[config.mk]
export PLATFORM = sky130hd
export DESIGN_NAME = alsa_divider
export DESIGN_NICKNAME = d
export VERILOG_FILES = /design/src/alsa_pkg.sv /design/src/alsa_divider.sv
export SDC_FILE = /design/constraint.sdc
export NUM_CORES = 1
export LEC_CHECK = 0
export BUFFER_PORTS_ARGS = -buffer_cell sky130_fd_sc_hd__clkbuf_2
export CORE_ASPECT_RATIO = 1.1
export CORE_MARGIN = 2
export CORE_UTILIZATION = 57
export CTS_BUF_LIST = sky130_fd_sc_hd__clkbuf_8
export DETAILED_ROUTE_END_ITERATION = 8
export GPL_TIMING_DRIVEN = 0
export PLACE_DENSITY_LB_ADDON = 0.08
export SLEW_MARGIN = 10
export SYNTH_ARGS = -nofsm -noshare
export SYNTH_HDL_FRONTEND = slang
export SYNTH_SLANG_ARGS = --single-unit
[constraint.sdc]
create_clock -name clk -period 4.5 [get_ports clk]
set_input_delay 1.125 -clock clk [delete_from_list [all_inputs] [get_ports clk]]
set_output_delay 1.125 -clock clk [all_outputs]
set_load 0.005 [all_outputs]
[src/alsa_pkg.sv]
// Package for array_language_scan_alu: opcodes, fold modes, lane constants.
// No dependencies.
`default_nettype none
package alsa_pkg;

    localparam int LaneBits = 64;
    localparam int CfgIdxW  = 1;
    localparam int CfgDataW = 2;

    typedef enum logic [3:0] {
        OP_RIGHT = 4'd0,
        OP_ADD   = 4'd1,
        OP_SUB   = 4'd2,
        OP_MUL   = 4'd3,
        OP_DIV   = 4'd4,
        OP_MOD   = 4'd5,
        OP_MIN   = 4'd6,
        OP_MAX   = 4'd7,
        OP_LT    = 4'd8,
        OP_GT    = 4'd9,
        OP_EQ    = 4'd10
    } opcode_t;

    localparam logic [1:0] FOLD_ELEM  = 2'd0;
    localparam logic [1:0] FOLD_SCAN  = 2'd1;
    localparam logic [1:0] FOLD_PRIOR = 2'd2;

    localparam logic [CfgIdxW-1:0] REG_LANE_WIDTH = 1'd0;
    localparam logic [CfgIdxW-1:0] REG_FOLD_MODE  = 1'd1;

    // Sign-extend the low 32 bits when the lane is narrow.
    function automatic logic [63:0] lane_sext(input logic [63:0] v, input logic wide);
        lane_sext = wide ? v : {{32{v[31]}}, v[31:0]};
    endfunction

endpackage
`default_nettype wire

[src/alsa_divider.sv]
// Iterative radix-2 unsigned divider, one quotient bit per cycle over 64 bits.
// Depends on alsa_pkg.
`default_nettype none
module alsa_divider
    import alsa_pkg::*;
(
    input  wire logic        clk,
    input  wire logic        rst_n,
    input  wire logic        start,
    input  wire logic [63:0] dividend,
    input  wire logic [63:0] divisor,
    output logic             done,
    output logic [63:0]      quotient,
    output logic [63:0]      remainder
);

    logic [63:0] quo_reg, quo_next;
    logic [63:0] rem_reg, rem_next;
    logic [63:0] dvs_reg, dvs_next;
    logic [6:0]  cnt_reg, cnt_next;
    logic        busy_reg, busy_next;
    logic        done_reg, done_next;
    logic [64:0] trial;
    logic [64:0] shifted;

    always_comb
    begin
        quo_next  = quo_reg;
        rem_next  = rem_reg;
        dvs_next  = dvs_reg;
        cnt_next  = cnt_reg;
        busy_next = busy_reg;
        done_next = 1'b0;
        shifted   = {rem_reg, quo_reg[63]};
        trial     = shifted - {1'b0, dvs_reg};
        if (start)
        begin
            quo_next  = dividend;
            rem_next  = '0;
            dvs_next  = divisor;
            cnt_next  = 7'd64;
            busy_next = 1'b1;
        end
        else if (busy_reg)
        begin
            if (!trial[64])
            begin
                rem_next = trial[63:0];
                quo_next = {quo_reg[62:0], 1'b1};
            end
            else
            begin
                rem_next = shifted[63:0];
                quo_next = {quo_reg[62:0], 1'b0};
            end
            cnt_next = cnt_reg - 7'd1;
            if (cnt_reg == 7'd1)
            begin
                busy_next = 1'b0;
                done_next = 1'b1;
            end
        end
    end

    always_ff @(posedge clk or negedge rst_n)
    begin
        if (!rst_n)
        begin
            busy_reg <= 1'b0;
            done_reg <= 1'b0;
            cnt_reg  <= '0;
        end
        else
        begin
            busy_reg <= busy_next;
            done_reg <= done_next;
            cnt_reg  <= cnt_next;
        end
    end

    always_ff @(posedge clk)
    begin
        quo_reg <= quo_next;
        rem_reg <= rem_next;
        dvs_reg <= dvs_next;
    end

    assign done      = done_reg;
    assign quotient  = quo_reg;
    assign remainder = rem_reg;

endmodule
`default_nettype wire

# [Word-level counts from Yosys, hierarchy flattened]
# Index checks and enable logic that the tools add are counted.
# W data, S select, Z words.
[word_totals] ff_bits=201 latchBits=0 ramBits=0 mem_bits_ro=0 inputBits=131 output_inout_bits=129 word_cells=22 mem_count=0
[op_classes] add_sub_neg=2 multipliers=0 n_div=0 magnitude_cmp=0 eq_ne=1 shift=0 mux=12 bitwise=0 reduce_logical=1
[ops] operator="$mux W64" n=3
[ops] operator="$sub A65 B64 Y65" n=1
[ops] operator="$mux W7" n=2
[ops] operator="$eq A7 B1 Y1 const B" n=1
[ops] operator="$mux W1" n=7
[ops] operator="$sub A7 B1 Y7 const B" n=1
[ops] operator="$reduce_bool A2 Y1" n=1

# [Logic depth before layout (Yosys ltp)]
# Gate-level depths: netlist of run 1.
[depth] ltp_word=4 mapped_depth=16 depth_no_buf=13

# [Worst setup path before layout of run 1]
# No wires, ideal clock.
[synth_timing] path_type="register to register" start="reg quo_reg[63] (netlist: quotient[63])" end="reg rem_reg[25] (netlist: remainder[25])" setup_time_ns=0.126 arrival_time_ns=3.365 t_required_ns=4.374 slack_ns=1.009 path_stages_with_launch=17 path_buffers=3 synth_period_minus_slack_ns=3.491 path_cell_list="edfxtp_1 -> inv_1 -> ha_1 -> fa_1 -> nand2b_1 -> a21oi_2 -> o2111ai_2 -> a2111oi_4 -> o21ai_4 -> a2111oi_4 -> or3_1 -> buf_4 -> nand2_1 -> buf_2 -> buf_2 -> a41oi_1 -> o21ai_0"
[synth_between] elab_chain_len=2
[synth_rtl] element="start: declaration" line="alsa_divider.sv:17" text="logic [63:0] quo_reg, quo_next;"
[synth_rtl] element="start signal: assignment" line="alsa_divider.sv:83" text="quo_reg <= quo_next;"
[synth_rtl] element="$sub A65 B64 Y65" line="alsa_divider.sv:35" text="trial = shifted - {1'b0, dvs_reg};"
[synth_rtl] element="$mux W64" line="alsa_divider.sv:46" text="if (!trial[64])"
[synth_rtl] element="end signal: assignment" line="alsa_divider.sv:84" text="rem_reg <= rem_next;"
[synth_rtl] element="end: declaration" line="alsa_divider.sv:18" text="logic [63:0] rem_reg, rem_next;"
# No other way between the ends.
# A chain may end at the register's enable or synchronous reset.

# [Worst setup path in the final report of run 1]
[layout_timing] start="reg quo_reg[63] (netlist: quotient[63])" end="reg rem_reg[63] (netlist: remainder[63])"
# Same word-level chain as after synthesis.

==> flow_summary_export.csv, run 1 <==
group,metric,value,unit
outcome,status,"finished clean",
route,drt-initial-drc-count,678,
cells_and_area,insertedDiodeCount,0,
setup_path,required,4.92,ns
setup_path,cp.arrival,4.65,ns
route,wl_per_cell,18.46,um
cells_and_area,fin_nets,1764,
synth,synth_top_flop_cell,"edfxtp_1",
cells_and_area,fin_util,0.6993,
flow_run,drv_cap,0,
synth,synth_top_cell_by_area,"edfxtp_1",
cells_and_area,regArea,0.005350,mm2
grt,grt_antenna_before_repair,0,
grt,grt_max_degree,64,
sta,tightest_slew,0.8194,ns
clock_network,path_clk_slew,0.07,ns
power_and_ir_drop,p_leak,0.006425,uW
cells_and_area,fin_area,0.01444,mm2
clock_network,post_cts_resized,0,
grt,grt_usage,0.3022,
cells_and_area,instances_no_fill,1849,
route,wl_met3,2540,um
setup_path,start_kind,"register",
die,die_h,156.5,um
synth,async_flop_share,0.04478,
power_and_ir_drop,p_comb_frac,0.501,
synth,avgSynthCellArea,9.503,um2
grt,grt_pass1_wl,53620,um
die,rows,55,
clock_network,numCtsBuffers,35,
route,vias_per_cell,5.804,
sta,whs,0.4387,ns
hold_path,hold_path_class,"in2async",
route,num_vias,10730,
placed_design,place_hpwl,25670,um
clock_network,cts_sinks,201,
grt,globalRoute.totalOverflow,0,
route,drt_first_pass_iters,7,
setup_path,critical_path_class,"reg2reg",
route,ant_nets,0,
sta,period_share,0.9381,
synth,synth_fp_nets,1466,
clock_network,cts_tree,"yes",
route,met2_wirelength,16150,um
clock_network,htree_levels,2,
sta,slew_violations,0,
cells_and_area,nFillCells,1661,
sta,fin_skew,0.02941,ns
power_and_ir_drop,p_seq_frac,0.314,
placed_design,placed_cells,1785,
power_and_ir_drop,p_switching,3885,uW
power_and_ir_drop,power.density,622.1,mW/mm2
die,dieArea,0.02232,mm2
clock_network,ctsHoldBuffers,0,
power_and_ir_drop,ir_drop,0.3479,mV
synth,yosysSeqAreaShare,0.4440,
route,drc,0,
clock_network,cts.path.max_buffers,3,
placed_design,gp_congestion,0.9405,
synth,synth_seq_cells,201,
synth,synth-edff-count,128,
sta,fin_setup_tns,0,ns
die,core_area,0.02064,mm2
die,fp.dieW,142.6,um
synth,syn_inst,1268,
synth,synth_top_area_share,0.3190,
synth,yosysWarnings,0,
power_and_ir_drop,netSwitchingFraction,0.4326,
sta,slew_headroom,0.4513,
clock_network,root_buffer,"clkbuf_8",
placed_design,dpl_cell_area,0.01372,mm2
setup_path,crit_fanout,10,
route,drt-met1-wl,14220,um
die,start_util,0.5837,
power_and_ir_drop,clkPwrFrac,0.186,
synth,synthesis.area,0.01205,mm2
clock_network,post_cts_buffers,0,
power_and_ir_drop,p_int,5097,uW
die,pin_count,260,
route,wirelength,34130,um
grt,grt_pass1_vias,10740,
synth,ys_types,67,
placed_design,numPortBuffers,259,
clock_network,clk_latency,0.54,ns
sta,fmax,0.2369,GHz
cells_and_area,drive_gt1_frac,0.2498,
sta,fin_crit,4.221,ns
cells_and_area,multiInputGateArea,0.006068,mm2
route,topRoutingLayerUsed,"met4",
sta,rsz0062_at_grt,"false",
sta,finalSetupViolCount,0,
cells_and_area,syn_to_final_growth,19.81,%
sta,hold_viol,0,
setup_path,endpoint_kind,"register",
synth,synth_area_leaders,"edfxtp_1, dfxtp_1, ha_1",
-- critical path: stages, from the launching register on --
cell	delay (ns)
edfxtp_1	0.40
inv_1	0.06
ha_1	0.22
fa_1	0.38
nand2b_1	0.24
a21oi_4	0.23
o2111ai_4	0.22
a2111oi_4	0.48
o21ai_4	0.15
a2111oi_4	0.41
or3_1	0.16
buf_4	0.14
nand2_1	0.14
clkbuf_4	0.26
clkbuf_4	0.26
a41oi_1	0.23
o21ai_0	0.11
-- cell usage in the layout (no fill, tap or decap), types with 47 or more instances in the layout --
master      n
o21ai_0    57
clkbuf_1   52
a21oi_1    93
a311oi_1   47
dfxtp_1    64
ha_1       66
mux2_2     63
edfxtp_1  128
clkbuf_2  258
inv_1     107
nor2_1    121
nand2_1   155
-- routing by layer --
| metal | up-vias | track usage |
|---|---|---|
| li1 | 5208 | - |
| met1 | 5030 | 0.3766 |
| met2 | 416 | 0.5076 |
| met3 | 77 | 0.07222 |
| met4 | 0 | 0.1193 |
| met5 | - | 0 |
-- logic make-up after synthesis --
family                   after synthesis  share of synthesized area
AND/OR/NAND/NOR                      395                     0.1451
AO/OA/AOI/OAI                        320                     0.1817
flip-flops                           201                     0.4440
buffers and inverters                160                    0.05451
multiplexers                          69                    0.06386
adder cells (fa/ha/maj)               67                    0.07019
XOR/XNOR                              56                    0.04070
-- power groups by stage --
stage	clock [uW]	combinational (uW)	sequential, uW
6_report	1670	4500	2820
5_1_grt	1760	4960	2870
4_1_cts	1690	4410	2810
3_5_place_dp	0	4390	2840
3_3_place_gp	0	4320	2830
2_1_floorplan	0	3050	2780
-- cell usage after synthesis (4+ instances only) --
library cell	n
xor2_1	23
nor2b_1	9
a21oi_1	93
a31oi_1	9
a311oi_1	47
a211oi_1	9
dfxtp_1	64
nand2_1	155
or3_1	6
ha_1	66
clkbuf_1	52
mux2i_1	6
nor2_1	121
inv_1	91
xnor2_1	33
mux2_2	63
o221ai_1	5
nor3b_1	4
nor4_1	4
a21boi_0	6
o211ai_1	6
nand3b_1	4
o31ai_1	6
o21ai_0	57
a221oi_1	4
and2_1	4
o21a_1	9
dfrtp_1	9
buf_4	6
nor3_1	21
and3_1	5
a211o_1	6
nand3_1	19
o21bai_1	15
or4_1	4
a21o_1	17
buf_2	6
nand2b_1	13
edfxtp_1	128
nand4_1	21
-- area by class of cell --
class | instances | area share
buffer | 69 | 0.02236
timing repair buffer | 261 | 0.09325
multi-input combinational | 907 | 0.4203
inverter | 91 | 0.02366
sequential | 201 | 0.3706
clock buffer | 41 | 0.03908
clock inverter | 23 | 0.008580
tap | 256 | 0.02219
-- final timing paths --
check,start,to,slack [ns],depth (start not counted)
min in group clk,remainder[17],remainder[18],0.51,2
worst min-delay path,rst_n,busy_reg,0.44,1
worst min register to register,remainder[17],remainder[18],0.51,2
worst max-delay path,quotient[63],remainder[63],0.28,16
max in group asynchronous,rst_n,cnt_reg[2],3.83,1
worst max register to register,quotient[63],remainder[63],0.28,16
-- per-stage QoR --
step / total power, uW / setup WS, ns
5_1_grt: 9592 / 0.02226
3_5_place_dp: 7225 / 0.1578
6_report: 8982 / 0.2786
4_1_cts: 8913 / 0.1218
3_3_place_gp: 7145 / -0.5677
2_1_floorplan: 5829 / 1.009
(Power assumes the default switching activity.)
==> inputs of run 2 (changes only) <==
- REMOVE_ABC_BUFFERS: not set -> 1
==> flow_summary_export.csv, run 2 (same netlist as run 1, synthesis figures left out) <==
group,metric,value,unit
placed_design,dp_worst_setup_slack,-0.1236,ns
power_and_ir_drop,p_leak,0.006389,uW
setup_path,critical_path_class,"reg2reg",
cells_and_area,insertedDiodeCount,0,
placed_design,numPortBuffers,259,
clock_network,path_clk_slew,0.06,ns
grt,grt_max_degree,104,
setup_path,start_kind,"register",
setup_path,crit_path_top_delay_cell,"a2111oi_4",
clock_network,ctsHoldBuffers,0,
route,num_vias,10400,
setup_path,cp-startpoint,"quotient[63]",
route,wl_per_cell,17.43,um
grt,grt_pass1_wl,49420,um
die,start_util,0.5837,
grt,grt_usage,0.2732,
clock_network,root_buffer,"clkbuf_8",
placed_design,placed_cells,1719,
clock_network,cts_sinks,201,
grt,globalRoute.totalOverflow,0,
setup_path,required,4.87,ns
cells_and_area,final_common_cell,"clkbuf_2",
cells_and_area,fin_nets,1705,
sta,period_share,0.9474,
setup_path,cp.arrival,4.63,ns
cells_and_area,layout_common_cells,"clkbuf_2, nand2_1, edfxtp_1",
sta,fin_ws,0.2368,ns
sta,rsz0062_at_grt,"false",
route,drc,0,
grt,grt_pass1_vias,10010,
die,die_h,156.5,um
sta,tightest_slew,0.7787,ns
cells_and_area,fin_util,0.6968,
outcome,status,"finished clean",
die,pin_count,260,
cells_and_area,syn_to_final_growth,19.39,%
sta,fin_skew,0.03081,ns
clock_network,htree_levels,2,
cells_and_area,drive_gt1_frac,0.2651,
clock_network,numCtsBuffers,36,
setup_path,cp_num_buf_inv,2,
route,drt_first_pass_iters,5,
placed_design,place_hpwl,22560,um
flow_run,drv_cap,0,
sta,fmax,0.2346,GHz
sta,slew_violations,0,
clock_network,cts_tree,"yes",
setup_path,path_depth,14,
placed_design,gp_congestion,0.9065,
sta,fin_crit,4.263,ns
route,drt-initial-drc-count,635,
setup_path,path_cells,"inv_1 -> ha_1 -> fa_1 -> nand2b_1 -> a21oi_2 -> o2111ai_4 -> a2111oi_4 -> o21ai_4 -> a2111oi_4 -> or3_4 -> buf_12 -> and2_2 -> mux2i_1 -> a211oi_1",
die,rows,55,
route,wirelength,31220,um
setup_path,endpoint_kind,"register",
setup_path,crit_fanout,18,
die,dieArea,0.02232,mm2
sta,hold_viol,0,
cells_and_area,nFillCells,1663,
power_and_ir_drop,power,9070,uW
clock_network,clk_latency,0.55,ns
setup_path,crit_family,"compound AO/OA/AOI/OAI gates",
hold_path,hold_path_class,"in2async",
die,fp.dieW,142.6,um
grt,grt_antenna_before_repair,0,
sta,fin_setup_tns,0,ns
setup_path,cpMostUsedCell,"a2111oi_4",
setup_path,max_stage_delay,0.49,ns
cells_and_area,instances_no_fill,1791,
sta,slew_headroom,0.4809,
setup_path,r2r_cells,14,
power_and_ir_drop,power.density,630.5,mW/mm2
sta,finalSetupViolCount,0,
route,ant_nets,0,
setup_path,r2r-start,"quotient[63]",
clock_network,cts.path.max_buffers,3,
die,core_area,0.02064,mm2
power_and_ir_drop,ir_drop,0.3164,mV
route,vias_per_cell,5.807,
-- run 2: cell count changes in the layout (fill, tap and decap cells not counted), moves of 3 or more --
cell      change
buf_2         -3
inv_1         -9
clkbuf_1     -52
clkbuf_8      +5
buf_4         -3
clkinv_2      +4
clkbuf_4      -4
-- run 2: power breakdown --
| part | leakage (uW) | switching [uW] | internal, uW |
|---|---|---|---|
| logic | 0.00403 | 2590 | 1840 |
| registers | 0.00193 | 400 | 2420 |
| clock network | 0.000427 | 789 | 1030 |
| total | 0.00639 | 3780 | 5290 |
-- run 2: final timing paths --
| kind | endpoint | slack (ns) |
|---|---|---|
| max | remainder[47] | 0.24 |
| min | cnt_reg[0] | 0.43 |
| max reg2reg | remainder[47] | 0.24 |
| min reg2reg | remainder[36] | 0.51 |
| max in group asynchronous | busy_reg | 3.86 |
| min in group clk | remainder[36] | 0.51 |
-- run 2: repair_timing --
item,CTS,global route
cloned,0,2
buffers inserted,0,4
endpoints found under the setup margin,25,30
resized for setup,2,4
pin swaps,0,2
endpoints found under the hold margin,0,0
-- run 2: worst register-to-register path: stages (launching register included) --
cell,delay (ns)
edfxtp_1,0.41
inv_1,0.06
ha_1,0.22
fa_1,0.38
nand2b_1,0.21
a21oi_2,0.28
o2111ai_4,0.23
a2111oi_4,0.49
o21ai_4,0.15
a2111oi_4,0.46
or3_4,0.28
buf_12,0.12
and2_2,0.47
mux2i_1,0.26
a211oi_1,0.09
-- run 2: cell type report --
type / count / area [um2] / area share
Clock buffer: 45 / 619.3 / 0.04305
Clock inverter: 21 / 163.9 / 0.01139
Inverter: 91 / 341.6 / 0.02374
Multi-Input combinational cell: 908 / 6092 / 0.4235
Sequential cell: 201 / 5354 / 0.3722
Tap cell: 256 / 320.3 / 0.02226
Timing Repair Buffer: 269 / 1495 / 0.1039
-- run 2: metrics by stage --
step,hold WS [ns],cell area (um2)
CTS,0.4136,14280
global route,0.4220,14390
finish,0.4266,14390
detailed placement,0.5077,13490
global placement,0.4917,13350
floorplan,0.4740,11740
-- run 2: metal layers --
layer / GRT usage / vias up / routed length, um
li1: - / 5106 / -
met5: 0 / - / 0
met2: 0.4531 / 394 / 14830
met1: 0.3417 / 4816 / 12820
met3: 0.07160 / 85 / 2382
met4: 0.1066 / 0 / 1180
==> inputs of run 3 (changes only) <==
- SETUP_SLACK_MARGIN: not set -> 0.4
==> flow_summary_export.csv, run 3 (same netlist as run 1, synthesis figures left out) <==
group,metric,value,unit
die,fp.dieW,142.6,um
cells_and_area,final_common_cell,"clkbuf_2",
setup_path,cpMostUsedCell,"a21oi_1",
clock_network,cts.path.max_buffers,3,
setup_path,max_stage_delay,0.68,ns
setup_path,crit_path_top_delay_cell,"o211ai_1",
cells_and_area,fin_area,0.01447,mm2
grt,grt_pass1_wl,50230,um
sta,finalSetupViolCount,0,
setup_path,path_cells,"inv_1 -> ha_1 -> nor2b_1 -> o2111ai_1 -> a21oi_1 -> o21ai_0 -> o211ai_1 -> a31oi_1 -> o31ai_2 -> a21oi_1 -> or4_1 -> o311ai_1",
setup_path,r2r_cells,12,
setup_path,required,4.95,ns
sta,fin_crit,3.945,ns
sta,tightest_slew,0.7685,ns
sta,whs,0.4266,ns
die,die_h,156.5,um
setup_path,endpoint_kind,"register",
route,ant_nets,0,
grt,grt_pass1_vias,10120,
sta,fmax,0.2535,GHz
clock_network,root_buffer,"clkbuf_8",
setup_path,r2r-start,"dvs_reg[1]",
route,drt-initial-drc-count,676,
sta,hold_viol,0,
cells_and_area,fin_nets,1714,
clock_network,htree_levels,2,
grt,globalRoute.totalOverflow,0,
power_and_ir_drop,ir_drop,0.3163,mV
setup_path,start_kind,"register",
cells_and_area,syn_to_final_growth,20.10,%
sta,fin_skew,0.03164,ns
setup_path,cp_num_buf_inv,1,
cells_and_area,insertedDiodeCount,0,
setup_path,r2r_end,"remainder[59]",
flow_run,drv_cap,0,
hold_path,hold_path_class,"in2async",
power_and_ir_drop,power.density,632.0,mW/mm2
setup_path,rrSetupSlack,0.56,ns
route,wirelength,31390,um
clock_network,cts_sinks,201,
die,pin_count,260,
cells_and_area,drive_gt1_frac,0.2707,
grt,grt_max_degree,104,
placed_design,dp_worst_setup_slack,-0.1236,ns
clock_network,cts_tree,"yes",
route,num_vias,10480,
sta,rsz0062_at_grt,"false",
grt,grt_usage,0.2787,
die,rows,55,
route,wl_per_cell,17.44,um
sta,slew_violations,0,
cells_and_area,layout_common_cells,"clkbuf_2, nand2_1, edfxtp_1",
outcome,status,"finished clean",
setup_path,crit_fanout,7,
clock_network,clk_latency,0.55,ns
die,dieArea,0.02232,mm2
power_and_ir_drop,p_leak,0.006438,uW
sta,fin_ws,0.5550,ns
sta,slew_headroom,0.4877,
placed_design,place_hpwl,22560,um
route,drc,0,
placed_design,gp_congestion,0.9065,
clock_network,numCtsBuffers,36,
setup_path,crit_family,"compound AO/OA/AOI/OAI gates",
route,drt_first_pass_iters,6,
sta,period_share,0.8767,
placed_design,numPortBuffers,259,
setup_path,critical_path_class,"reg2reg",
placed_design,dpl_cell_area,0.01349,mm2
die,start_util,0.5837,
route,vias_per_cell,5.821,
die,core_area,0.02064,mm2
setup_path,cp.arrival,4.39,ns
clock_network,path_clk_slew,0.06,ns
grt,grt_antenna_before_repair,0,
[run 3: changes by cell type in the layout (fill, tap and decap cells not counted), sizes merged]
cell    previous run  this run
buf                9        17
bufbuf             0         1
clkbuf           305       304
nand2            155       156
[run 3: final cells by class]
class	count	area (um2)
timing repair buffer	277	1550
multi-input combinational	909	6123
clock inverter	21	163.9
fill	1651	6172
sequential	201	5354
clock buffer	45	619.3
tap	256	320.3
inverter	91	341.6
[run 3: worst max-delay path by stage]
| stage | start | to | slack [ns] | cells after the start |
|---|---|---|---|---|
| 2_1_floorplan | quotient[63] | remainder[19] | 0.09 | 13 |
| 3_3_place_gp | start | remainder[59] | -2.57 | 6 |
| 3_5_place_dp | quotient[63] | remainder[44] | -0.12 | 14 |
| 4_1_cts | quotient[63] | remainder[8] | 0.39 | 14 |
| 5_1_grt | dvs_reg[1] | remainder[59] | 0.40 | 12 |
| 6_report | dvs_reg[1] | remainder[59] | 0.56 | 12 |
[run 3: repair_timing]
item / in CTS / in global routing
setup endpoints to repair: 64 / 63
hold buffers: 0 / 0
setup buffers: 7 / 5
gates cloned: 3 / 0
pin swaps: 3 / 6
gates resized for setup: 7 / 5
[run 3: stage by stage]
stage / setup TNS, ns / power, uW / util / cells
finish: 0 / 9146 / 0.7010 / 1800
global route: 0 / 9796 / 0.7010 / 1800
CTS: 0 / 9117 / 0.6982 / 1795
detailed placement: -1.117 / 7032 / 0.6536 / 1719
global placement: -276.08 / 6942 / 0.6467 / 1714
floorplan: 0 / 5677 / - / 1199
[run 3: power by group]
group,switching [uW],internal (uW),total [uW]
Combinational,2620,1890,4510
Sequential,401,2420,2820
Clock,790,1030,1820
Total,3810,5340,9150
[run 3: layer usage]
layer / vias to the layer above / GRT usage / share of wire
met2: 383 / 0.4604 / 0.47
li1: 5130 / - / -
met3: 81 / 0.06946 / 0.074
met5: - / 0 / 0
met4: 0 / 0.1108 / 0.037
met1: 4883 / 0.3516 / 0.42
[run 3: worst register-to-register path: stages (launching register included)]
cell,delay [ns]
edfxtp_1,0.39
inv_1,0.06
ha_1,0.26
nor2b_1,0.17
o2111ai_1,0.18
a21oi_1,0.24
o21ai_0,0.25
o211ai_1,0.68
a31oi_1,0.37
o31ai_2,0.53
a21oi_1,0.19
or4_1,0.44
o311ai_1,0.10
